<file path="src/rtl/srr_pkg.sv">
// Package for the selective-repeat receiver.
// Holds the controller state type, register and result codes, and the byte-sum helper.
// No dependencies.
package srr_pkg;

    // Controller states
    typedef enum logic [2:0] {
        ST_IDLE,
        ST_SUM,
        ST_CHECK,
        ST_ACK,
        ST_RD,
        ST_LOAD,
        ST_DLV
    } state_t;

    // Result kinds carried on tuser
    localparam logic KIND_ACK = 1'b0;
    localparam logic KIND_DLV = 1'b1;

    // Register word index (paddr[2])
    localparam logic REG_WINDOW_SIZE = 1'b0;
    localparam logic [4:0] WIN_RESET = 5'd8;

    // Payload: 20 bytes
    localparam int PAYLOAD_W = 160;

    // Shared adder steps: five payload words, then the sequence number
    localparam int STEP_W = 3;
    localparam logic [STEP_W-1:0] STEP_LAST = 3'd5;
    localparam logic [STEP_W-1:0] STEP_SEQ = 3'd5;

    // Sum of four bytes of a word, each taken as signed
    function automatic logic [31:0] byte_sum4(input logic [31:0] w);
        logic [31:0] s;
        s = '0;
        for (int i = 0; i < 4; i++)
        begin
            s = s + {{24{w[8*i+7]}}, w[8*i +: 8]};
        end
        return s;
    endfunction

endpackage

</file>
<file path="src/rtl/srr_ram.sv">
// Generic single-write, single-read RAM with registered read data.
// No dependencies.
module srr_ram #(
    parameter int WIDTH = 160,
    parameter int DEPTH = 16
) (
    input  logic                     clk,
    input  logic                     we,
    input  logic [$clog2(DEPTH)-1:0] waddr,
    input  logic [WIDTH-1:0]         wdata,
    input  logic [$clog2(DEPTH)-1:0] raddr,
    output logic [WIDTH-1:0]         rdata
);

    logic [WIDTH-1:0] mem [DEPTH];
    logic [WIDTH-1:0] rdata_reg;

    // Write port and registered read port
    always_ff @(posedge clk)
    begin
        if (we)
        begin
            mem[waddr] <= wdata;
        end
        rdata_reg <= mem[raddr];
    end

    assign rdata = rdata_reg;

endmodule

</file>
<file path="src/rtl/srr_sum_unit.sv">
// Shared accumulator for the packet checksum: one 32-bit word of signed bytes per step,
// then the sequence number. Depends on srr_pkg.
module srr_sum_unit (
    input  logic         clk,
    input  logic         rst_n,
    input  logic         start,
    input  logic [159:0] payload,
    input  logic [31:0]  seq_word,
    output logic         done,
    output logic [31:0]  sum
);
    import srr_pkg::*;

    logic                busy_reg, busy_next;
    logic [STEP_W-1:0]   step_reg, step_next;
    logic [31:0]         acc_reg, acc_next;
    logic [31:0]         operand;

    // Operand select for the current step
    always_comb
    begin
        case (step_reg)
            3'd0:    operand = byte_sum4(payload[31:0]);
            3'd1:    operand = byte_sum4(payload[63:32]);
            3'd2:    operand = byte_sum4(payload[95:64]);
            3'd3:    operand = byte_sum4(payload[127:96]);
            3'd4:    operand = byte_sum4(payload[159:128]);
            STEP_SEQ: operand = seq_word;
            default: operand = '0;
        endcase
    end

    assign done = busy_reg && (step_reg == STEP_LAST);

    // Step sequencing
    always_comb
    begin
        busy_next = busy_reg;
        step_next = step_reg;
        acc_next  = acc_reg;
        if (start)
        begin
            busy_next = 1'b1;
            step_next = '0;
            acc_next  = '0;
        end
        else if (busy_reg)
        begin
            acc_next  = acc_reg + operand;
            step_next = step_reg + 1'b1;
            if (done)
            begin
                busy_next = 1'b0;
            end
        end
    end

    always_ff @(posedge clk or negedge rst_n)
    begin
        if (!rst_n)
        begin
            busy_reg <= 1'b0;
            step_reg <= '0;
        end
        else
        begin
            busy_reg <= busy_next;
            step_reg <= step_next;
        end
    end

    always_ff @(posedge clk)
    begin
        acc_reg <= acc_next;
    end

    assign sum = acc_reg;

endmodule

</file>
<file path="src/rtl/selective_repeat_receiver_core.sv">
// Selective-repeat ARQ receiver core. The ack item is registered once the packet is accepted, the
// shared checksum adder has run its 6 steps and the check state has passed. A dropped item returns
// to idle straight from the check, an acked one after its ack handshake. A delivery run goes through
// load and handshake for its first item, then slot RAM read, load and handshake for each further one.
// Reset: window size 8, expected sequence 1, ring head 0, all slot marks cleared; the slot
// payload RAM is not cleared, so reset takes effect at once with no clearing pass.
module selective_repeat_receiver_core #(
    parameter int WINDOW_MAX = 16,
    parameter int SEQ_BITS   = 16
) (
    input  logic         clk,
    input  logic         rst_n,
    // Input packets
    input  logic         s_tvalid,
    output logic         s_tready,
    // s_tdata: seq_num[15:0], ack_num[31:16], check_sum[63:32], payload_lo[127:64],
    //          payload_mid[191:128], payload_hi[223:192]
    input  logic [223:0] s_tdata,
    // Results
    output logic         m_tvalid,
    input  logic         m_tready,
    // m_tdata: out_seq[15:0], out_checksum[47:16], out_payload_lo[111:48],
    //          out_payload_mid[175:112], out_payload_hi[207:176]
    output logic [207:0] m_tdata,
    output logic         m_tlast,
    // m_tuser: kind[0]
    output logic         m_tuser,
    // Configuration
    input  logic         psel,
    input  logic         penable,
    input  logic         pwrite,
    input  logic [2:0]   paddr,
    input  logic [31:0]  pwdata,
    output logic [31:0]  prdata,
    output logic         pready
);
    import srr_pkg::*;

    localparam int IDX_W = $clog2(WINDOW_MAX);

    state_t                 state_reg, state_next;
    logic [4:0]             win_reg, win_next;
    logic [SEQ_BITS-1:0]    expected_reg, expected_next;
    logic [IDX_W-1:0]       head_reg, head_next;
    logic [WINDOW_MAX-1:0]  valid_reg, valid_next;
    logic                   deliver_reg, deliver_next;

    // Captured packet
    logic [15:0]            seq_reg;
    logic [15:0]            ack_reg;
    logic [31:0]            cs_reg;
    logic [PAYLOAD_W-1:0]   pl_reg;

    // Output register
    logic                   m_tvalid_reg, m_tvalid_next;
    logic                   out_kind_reg, out_kind_next;
    logic                   out_last_reg, out_last_next;
    logic [15:0]            out_seq_reg, out_seq_next;
    logic [31:0]            out_cs_reg, out_cs_next;
    logic [PAYLOAD_W-1:0]   out_pl_reg, out_pl_next;

    logic                   in_take;
    logic                   sum_done;
    logic [31:0]            sum;
    logic [SEQ_BITS-1:0]    seq_m;
    logic [SEQ_BITS-1:0]    offset;
    logic [4:0]             win_eff;
    logic                   in_win;
    logic                   cs_ok;
    logic [IDX_W:0]         slot_sum;
    logic [IDX_W-1:0]       slot;
    logic [IDX_W-1:0]       head_inc;
    logic                   ram_we;
    logic [PAYLOAD_W-1:0]   ram_rdata;
    logic                   cfg_wr;

    assign in_take = s_tvalid && s_tready;

    // Shared checksum adder
    srr_sum_unit u_sum (
        .clk      (clk),
        .rst_n    (rst_n),
        .start    (in_take),
        .payload  (pl_reg),
        .seq_word (32'(seq_m)),
        .done     (sum_done),
        .sum      (sum)
    );

    // Slot payload store
    srr_ram #(
        .WIDTH (PAYLOAD_W),
        .DEPTH (WINDOW_MAX)
    ) u_slot_ram (
        .clk   (clk),
        .we    (ram_we),
        .waddr (slot),
        .wdata (pl_reg),
        .raddr (head_reg),
        .rdata (ram_rdata)
    );

    // Window math
    assign seq_m  = SEQ_BITS'(seq_reg);
    assign offset = seq_m - expected_reg;
    assign cs_ok  = ((sum + {16'd0, ack_reg}) == cs_reg);

    always_comb
    begin
        win_eff = win_reg;
        if (win_reg == 5'd0)
        begin
            win_eff = 5'd1;
        end
        else if ({27'd0, win_reg} > 32'(WINDOW_MAX))
        begin
            win_eff = 5'(WINDOW_MAX);
        end
    end

    assign in_win   = (offset < SEQ_BITS'(win_eff));
    assign slot_sum = {1'b0, head_reg} + (IDX_W+1)'(offset);
    assign slot     = (slot_sum >= (IDX_W+1)'(WINDOW_MAX))
                    ? IDX_W'(slot_sum - (IDX_W+1)'(WINDOW_MAX)) : IDX_W'(slot_sum);
    assign head_inc = (head_reg == IDX_W'(WINDOW_MAX - 1)) ? '0 : head_reg + 1'b1;

    assign ram_we = (state_reg == ST_CHECK) && cs_ok && in_win;

    // Sequencer
    always_comb
    begin
        state_next    = state_reg;
        expected_next = expected_reg;
        head_next     = head_reg;
        valid_next    = valid_reg;
        deliver_next  = deliver_reg;
        m_tvalid_next = m_tvalid_reg;
        out_kind_next = out_kind_reg;
        out_last_next = out_last_reg;
        out_seq_next  = out_seq_reg;
        out_cs_next   = out_cs_reg;
        out_pl_next   = out_pl_reg;
        s_tready      = 1'b0;

        case (state_reg)
            ST_IDLE:
            begin
                s_tready = 1'b1;
                if (s_tvalid)
                begin
                    state_next = ST_SUM;
                end
            end
            ST_SUM:
            begin
                if (sum_done)
                begin
                    state_next = ST_CHECK;
                end
            end
            ST_CHECK:
            begin
                if (!cs_ok)
                begin
                    state_next = ST_IDLE;
                end
                else
                begin
                    m_tvalid_next = 1'b1;
                    out_kind_next = KIND_ACK;
                    out_seq_next  = 16'(seq_m);
                    out_cs_next   = sum;
                    out_pl_next   = pl_reg;
                    out_last_next = !(in_win && (offset == '0));
                    deliver_next  = in_win && (offset == '0);
                    if (in_win)
                    begin
                        valid_next[slot] = 1'b1;
                    end
                    state_next = ST_ACK;
                end
            end
            ST_ACK:
            begin
                if (m_tready)
                begin
                    m_tvalid_next = 1'b0;
                    state_next    = deliver_reg ? ST_LOAD : ST_IDLE;
                end
            end
            ST_RD:
            begin
                // RAM address follows the new head; data lands next cycle
                state_next = ST_LOAD;
            end
            ST_LOAD:
            begin
                m_tvalid_next = 1'b1;
                out_kind_next = KIND_DLV;
                out_seq_next  = 16'(expected_reg);
                out_cs_next   = '0;
                out_pl_next   = ram_rdata;
                out_last_next = !valid_reg[head_inc];
                state_next    = ST_DLV;
            end
            ST_DLV:
            begin
                if (m_tready)
                begin
                    m_tvalid_next        = 1'b0;
                    valid_next[head_reg] = 1'b0;
                    head_next            = head_inc;
                    expected_next        = expected_reg + 1'b1;
                    state_next           = out_last_reg ? ST_IDLE : ST_RD;
                end
            end
            default:
            begin
                state_next = ST_IDLE;
            end
        endcase
    end

    // Configuration port
    assign pready = 1'b1;
    assign cfg_wr = psel && penable && pwrite && pready;
    assign prdata = (paddr[2] == REG_WINDOW_SIZE) ? {27'd0, win_reg} : '0;

    always_comb
    begin
        win_next = win_reg;
        if (cfg_wr && (paddr[2] == REG_WINDOW_SIZE))
        begin
            win_next = pwdata[4:0];
        end
    end

    // Control state
    always_ff @(posedge clk or negedge rst_n)
    begin
        if (!rst_n)
        begin
            state_reg    <= ST_IDLE;
            win_reg      <= WIN_RESET;
            expected_reg <= SEQ_BITS'(1);
            head_reg     <= '0;
            valid_reg    <= '0;
            deliver_reg  <= 1'b0;
            m_tvalid_reg <= 1'b0;
        end
        else
        begin
            state_reg    <= state_next;
            win_reg      <= win_next;
            expected_reg <= expected_next;
            head_reg     <= head_next;
            valid_reg    <= valid_next;
            deliver_reg  <= deliver_next;
            m_tvalid_reg <= m_tvalid_next;
        end
    end

    // Payload registers
    always_ff @(posedge clk)
    begin
        if (in_take)
        begin
            seq_reg <= s_tdata[15:0];
            ack_reg <= s_tdata[31:16];
            cs_reg  <= s_tdata[63:32];
            pl_reg  <= s_tdata[223:64];
        end
        out_kind_reg <= out_kind_next;
        out_last_reg <= out_last_next;
        out_seq_reg  <= out_seq_next;
        out_cs_reg   <= out_cs_next;
        out_pl_reg   <= out_pl_next;
    end

    assign m_tvalid = m_tvalid_reg;
    assign m_tdata  = {out_pl_reg, out_cs_reg, out_seq_reg};
    assign m_tlast  = out_last_reg;
    assign m_tuser  = out_kind_reg;

`ifndef SYNTH
    // No new packet is taken while a result is pending
    a_no_take_while_out: assert property (@(posedge clk) disable iff (!rst_n)
        s_tready |-> !m_tvalid)
        else $error("input ready while a result is pending");

    // A delivery always comes from a marked head slot
    a_dlv_marked: assert property (@(posedge clk) disable iff (!rst_n)
        (m_tvalid && (m_tuser == KIND_DLV)) |-> valid_reg[head_reg])
        else $error("delivery from an unmarked slot");

    // Each taken delivery advances the expected sequence by one
    a_dlv_advance: assert property (@(posedge clk) disable iff (!rst_n)
        (m_tvalid && m_tready && (m_tuser == KIND_DLV))
        |=> (expected_reg == $past(expected_reg) + 1'b1))
        else $error("expected sequence did not advance");
`endif

endmodule

</file>
<file path="config.mk">
export PLATFORM = sky130hd
export DESIGN_NAME = selective_repeat_receiver_core
export DESIGN_NICKNAME = d
export VERILOG_FILES = /design/src/rtl/srr_pkg.sv /design/src/rtl/srr_ram.sv /design/src/rtl/srr_sum_unit.sv /design/src/rtl/selective_repeat_receiver_core.sv
export SDC_FILE = /design/constraint.sdc
export NUM_CORES = 2
export LEC_CHECK = 0
export BUFFER_PORTS_ARGS = -buffer_cell sky130_fd_sc_hd__buf_2
export CORE_MARGIN = 1.5
export CORE_UTILIZATION = 40
export DETAILED_ROUTE_END_ITERATION = 6
export PLACE_DENSITY = 0.62
export RECOVER_POWER = 25
export SYNTH_ARGS = -nofsm -noshare
export SYNTH_HDL_FRONTEND = slang
export SYNTH_SLANG_ARGS = --single-unit
</file>
<file path="constraint.sdc">
create_clock -name clk -period 23.2 [get_ports clk]
set_input_delay 2.32 -clock clk [delete_from_list [all_inputs] [get_ports clk]]
set_output_delay 2.32 -clock clk [all_outputs]
set_load 0.02 [all_outputs]
</file>
### Word-level counts from Yosys, hierarchy flattened

Memory sizes are Yosys's and may differ from the RTL's. A register that Yosys moved wholly into a read port is not among the register bits.
Index checks and enable logic that the tools add are counted.

| operators by class | value |
|---|---|
| multiplexer cells | 45 |
| order comparisons | 8 |
| bitwise logic cells | 4 |
| reduce and logical (&&, ||, !) cells | 27 |
| equality and inequality tests | 20 |
| $add $sub $neg | 23 |

Operators with widths:

| cell | count |
|---|---|
| $add A32 B32 Y32 | 11 |
| $pmux W160 S2 | 1 |
| $pmux W32 S6 | 1 |
| $mux W160 | 1 |
| $mux W16 | 4 |
| $pmux W16 S2 | 2 |
| $pmux W32 S2 | 1 |
| $add A8 B8 Y9 | 5 |
| $add A32 B16 Y32 | 1 |
| $eq A32 B32 Y1 | 1 |
| $mux W32 | 1 |
| $mux W3 | 8 |
| $pmux W3 S7 | 1 |
| $add A16 B1 Y16 const B | 1 |
| $and A16 B16 Y16 | 1 |
| $logic_not A16 Y1 | 1 |
| $lt A16 B5 Y1 | 1 |
| $not A16 Y16 | 1 |
| $or A16 B16 Y16 | 1 |
| $sub A16 B16 Y16 | 1 |
| $eq A3 B3 Y1 const B | 5 |
| $lt A4 B5 Y1 const B | 3 |
| $mux W5 | 3 |
| $mux W1 | 13 |
| other kinds (29) | 58 |

| storage, ports and cells | value |
|---|---|
| register bits after elaboration | 516 |
| memory bits (writable) | 2560 |
| memories kept | 1 |

Memories:

| memory | depth | bits a word | read ports | clocked after memory_dff | write ports | line | text |
|---|---|---|---|---|---|---|---|
| u_slot_ram.mem | 16 | 160 | 1 | 1 | 1 | srr_ram.sv:15 | `logic [WIDTH-1:0] mem [DEPTH];` |

### Depth between registers and ports, before layout

| logic depth | value |
|---|---|
| depth in word-level cells | 12 |
| gate-level depth with buffers | 31 |
| depth with buffers taken out | 31 |

### Hierarchy

From an unflattened synthesis, not the netlist that was laid out.

| unflattened totals | value |
|---|---|
| cells, all modules | 6913 |
| area, all modules | 128142.9 sq um |

By module, submodules not included:

| module | area each (sq um) | times used | cells an instance |
|---|---|---|---|
| srr_ram | 99300.2 | 1 | 4191 |
| selective_repeat_receiver_core | 21142.8 | 1 | 1763 |
| srr_sum_unit | 7699.9 | 1 | 959 |

### Least setup slack after synthesis

No wires, ideal clock.

| timing | value |
|---|---|
| path kind | register -> register |
| from | register expected_reg[0] |
| to | memory u_slot_ram.mem[11][0] (enable) |
| buffers on the path | 0 |
| required time | 22325 ps |
| cell stages (with the launch flop) | 15 |
| arrival | 14668 ps |
| slack | 7657 ps |
| cell sequence | dfstp_2 ha_1 inv_1 fa_1 a21o_1 a21oi_1 xnor2_1 ha_1 a221o_1 a311oi_1 o2111a_1 o2111ai_1 a2111oi_0 nand4_1 nor3_1 |

| between the ends | value |
|---|---|
| word-level cells in the longest chain between the ends | 5 |
| elaborated cells on any way between the ends | 9 |

Ends and longest elaborated chain:

| element | line | text |
|---|---|---|
| start: declaration | selective_repeat_receiver_core.sv:43 | `logic [SEQ_BITS-1:0] expected_reg, expected_next;` |
| start signal: assignment | selective_repeat_receiver_core.sv:255 | `expected_reg <= expected_next;` |
| $sub A16 B16 Y16 (*) | selective_repeat_receiver_core.sv:105 | `assign offset = seq_m - expected_reg;` |
| branches (longest 4 deep; another with $add A4 B5 Y5) | n/a |  |
| end: declaration | srr_ram.sv:15 |  |

Mark *: on every way between the ends.

### Final worst setup path

| timing | value |
|---|---|
| from | register pl_reg[96] |
| to | register u_sum.acc_reg[30] (netlist: u_sum.sum[30]) |

| between the ends | value |
|---|---|
| word-level cells in the longest chain between the ends | 5 |

Ends and longest elaborated chain:

| element | line | text |
|---|---|---|
| start: declaration | selective_repeat_receiver_core.sv:52 | `logic [PAYLOAD_W-1:0] pl_reg;` |
| start signal: assignment | selective_repeat_receiver_core.sv:271 | `pl_reg <= s_tdata[223:64];` |
| $add A8 B8 Y9 | srr_pkg.sv:39 | `s = s + {{24{w[8*i+7]}}, w[8*i +: 8]};` |
| $add A32 B32 Y32 (2 in series) | srr_pkg.sv:39 |  |
| $pmux W32 S6 | srr_sum_unit.sv:22 | `case (step_reg)` |
| $add A32 B32 Y32 | srr_sum_unit.sv:49 | `acc_next = acc_reg + operand;` |
| end signal: assignment | srr_sum_unit.sv:74 | `acc_reg <= acc_next;` |
| end: declaration | srr_sum_unit.sv:16 | `logic [31:0] acc_reg, acc_next;` |

Every way passes these cells.
A chain may end at the register's enable or synchronous reset.

==> flow_summary.json <==
{
  "ir_drop_uv": 106.9,
  "via_per_inst": 5.511,
  "syn_avg_cell_area_um2": 20.08,
  "drc": 0,
  "synth-edff-count": 2994,
  "numCtsBuffers": 345,
  "maxCapViolCount": 0,
  "clockRootBuffer": "clkbuf_16",
  "required_ns": 23.98,
  "async_flop_share_pct": 1.545,
  "drt-initial-drc-count": 6560,
  "core_um2": 318800,
  "path_clk_slew_ns": 0.06,
  "dieArea_um2": 324500,
  "cts-htree-levels": 5,
  "setup_viol": 0,
  "ys_seq_area_share_pct": 73.98,
  "synthCells": 6396,
  "nNetsFinal": 7565,
  "io_buffers": 453,
  "whs_endpoint": "valid_reg[2]",
  "track_usage_pct": 20.16,
  "power_frac_comb_pct": 33.9,
  "clkPwrFrac_pct": 27.8,
  "crit_path_end_kind": "flip-flop",
  "antenna_found_initial": 19,
  "pre_cts_slack_ns": 14.61,
  "critPathMaxFanout": 18,
  "fmax_ghz": 0.1171,
  "wirelength_met1_um": 137000,
  "reg2reg_to": "u_sum.sum[30]",
  "fin_tns_setup_ns": 0,
  "power.density_nw_per_um2": 134.8,
  "cts_resized": 0,
  "yosys.area_share.simple_pct": 3.189,
  "setup_ws_ns": 14.66,
  "rows": 207,
  "largest_reg_flops": 2560,
  "regMostFlops": "u_slot_ram.mem",
  "grt_pass1_vias": 65650,
  "io_pins": 511,
  "report.final.slew_viol_count": 0,
  "cts_hold_buf": 0,
  "route.met3.wl_um": 18690,
  "leakagePower_uw": 0.04977,
  "avgRoutedWirePerCell_um": 28.41,
  "grt_max_degree": 129,
  "worstPathArrival_ns": 9.32,
  "crit_type": "flip-flop to flip-flop",
  "tritoncts": "done",
  "grt_pass1_wl_um": 472300,
  "synth_compound_area_share_pct": 2.742,
  "pwr-share-seq_pct": 38.3,
  "drive_above_1_share_pct": 26.64,
  "final_hold_viol_count": 0,
  "period_minus_slack_ns": 8.539,
  "cts_setup_buffers": 0,
  "synth.distinct_cells": 98,
  "cts.sinks": 3236,
  "hold_depth": 2,
  "synthXorXnorAreaFrac_pct": 1.023,
  "met2_length_um": 166400,
  "r2r_slack_ns": 14.66,
  "hp-start": "valid_reg[2]",
  "die_width_um": 569.6,
  "cp-start-kind": "flip-flop",
  "internal_power_uw": 13210,
  "ant_nets": 0,
  "netlist_area_um2": 128400,
  "status": "finished clean",
  "wl_um": 330300,
  "netSwitchingFraction_pct": 33.53,
  "yosys_register_bits": 3236,
  "synth_top_family_by_area": "multiplexers",
  "power.switching_uw": 6664,
  "cpMaxStageDelayCell": "fa_1",
  "initial_core_util_pct": 40.28,
  "rsz0062_at_grt": "false",
  "place.detailed.hpwl_um": 185200,
  "area_growth_pct": 14.83,
  "synth_ff_type": "edfxtp_1",
  "slew_headroom_pct": 14.86,
  "skew_ns": 0.05831,
  "synthMuxAreaShare_pct": 14.57,
  "r2r_start": "pl_reg[96]",
  "clock_latency_ns": 0.93,
  "synth_warnings": 0,
  "hold_class": "flip-flop to flip-flop",
  "ff2ff_path_depth": 29,
  "dr.pass1.iters": 7,
  "fp.dieH_um": 569.6,
  "synth_fa_ha_area_share_pct": 3.063,
  "slowest_delay_ns": 0.65,
  "utilization_pct": 46.25,
  "tightestPinTransition_ns": 1.277,
  "grt_remaining_overflow": 0,
  "vias": 64080,
  "clk_path_buf_depth": 4,
  "dr.max_layer_used": "met4",
  "fin_crit_sh_pct": 36.81,
  "gp_congestion": 0.8887
}
==> routing by layer <==
metal	track usage (%)	vias to the layer above
met5	0	-
met4	5.172	0
met2	34.40	2302
li1	-	27150
met1	27.50	34160
met3	2.368	467
==> how the worst max path moves through the flow <==
stage,start,endpoint,slack [ns],cells past startpoint
detailed placement,pl_reg[96],u_sum.sum[30],14.61,29
finish,pl_reg[96],u_sum.sum[30],14.66,29
global route,pl_reg[105],u_sum.sum[30],14.02,27
global placement,pl_reg[96],u_sum.sum[30],14.62,29
CTS,pl_reg[96],u_sum.sum[30],14.57,29
floorplan,expected_reg[0],u_slot_ram.mem[11][0],7.66,14
==> critical path: cells and delay by family (launching register included) <==
kind	cells	cell delay, ns
adders and majority gates	7	3.09
and+or+nand+nor	5	0.85
AOI/OAI and AO/OA	15	3.68
buffers and inverters	2	0.13
DFF	1	0.63
==> power by group through the flow <==
stage	logic, µW	clock network (µW)	registers (µW)
detailed placement	6800	0	7730
CTS	6840	5640	7620
floorplan	4770	0	7520
global route	7320	5850	7670
global placement	6750	0	7700
finish	6730	5530	7610
==> cell usage in the layout, fill, tap and decap left out, drive strengths merged, types with 109 or more instances in the layout <==
cell,netlist,routed
inv,157,176
clkbuf,211,470
a21oi,117,117
buf,81,555
mux4,806,806
clkinv,5,125
ha,164,164
nand2,544,544
dfxtp,192,192
o21ai,123,123
nor2,109,109
edfxtp,2994,2994
==> cells by family after synthesis <==
family / count (synthesis)
buffers and inverters: 455
AOI/OAI and AO/OA: 519
xor gates and xnor gates: 150
muxes: 859
DFF: 3236
adders and majority gates: 258
and+or+nand+nor: 917
other: 2
==> metrics by stage <==
stage	area, µm²	hold WS (ns)	std cells	power [µW]
floorplan	128500	0.4365	6422	12300
global placement	136100	0.4530	10980	14460
detailed placement	136100	0.4630	10980	14540
CTS	147500	0.4754	11620	20100
global route	147500	0.5051	11620	20840
finish	147500	0.4750	11630	19870
==> cell type report <==
type	instances	area, µm²
Inverter	162	630.6
Sequential cell	3236	95020
Timing Repair Buffer	565	3296
Antenna cell	8	20.02
Clock buffer	460	9444
Clock inverter	181	1936
Fill cell	26480	171400
Multi-Input combinational cell	2731	31770
Tap cell	4284	5360
==> cell usage after synthesis (20+ instances only) <==
library cell | n | area (µm²)
o21bai_1 | 25 | 187.7
o21ai_0 | 121 | 605.6
nor2b_1 | 34 | 212.7
and2_1 | 32 | 200.2
mux4_2 | 805 | 18130
fa_1 | 94 | 1882
buf_1 | 48 | 180.2
o22ai_1 | 20 | 125.1
dfrtp_1 | 48 | 1201
dfxtp_1 | 192 | 3844
clkbuf_1 | 211 | 792.0
nor2_1 | 109 | 409.1
edfxtp_1 | 2994 | 89910
nand3_1 | 27 | 135.1
xnor2_1 | 105 | 919.6
xor2_1 | 45 | 394.1
nand2_1 | 544 | 2042
a21o_1 | 70 | 525.5
nor3_1 | 47 | 235.2
inv_1 | 156 | 585.6
nand4_1 | 25 | 156.4
nand2b_1 | 28 | 175.2
mux2i_1 | 38 | 380.4
buf_4 | 28 | 210.2
a21oi_1 | 114 | 570.6
ha_1 | 164 | 2052
Note: power is estimated with default switching activity, not from simulation.
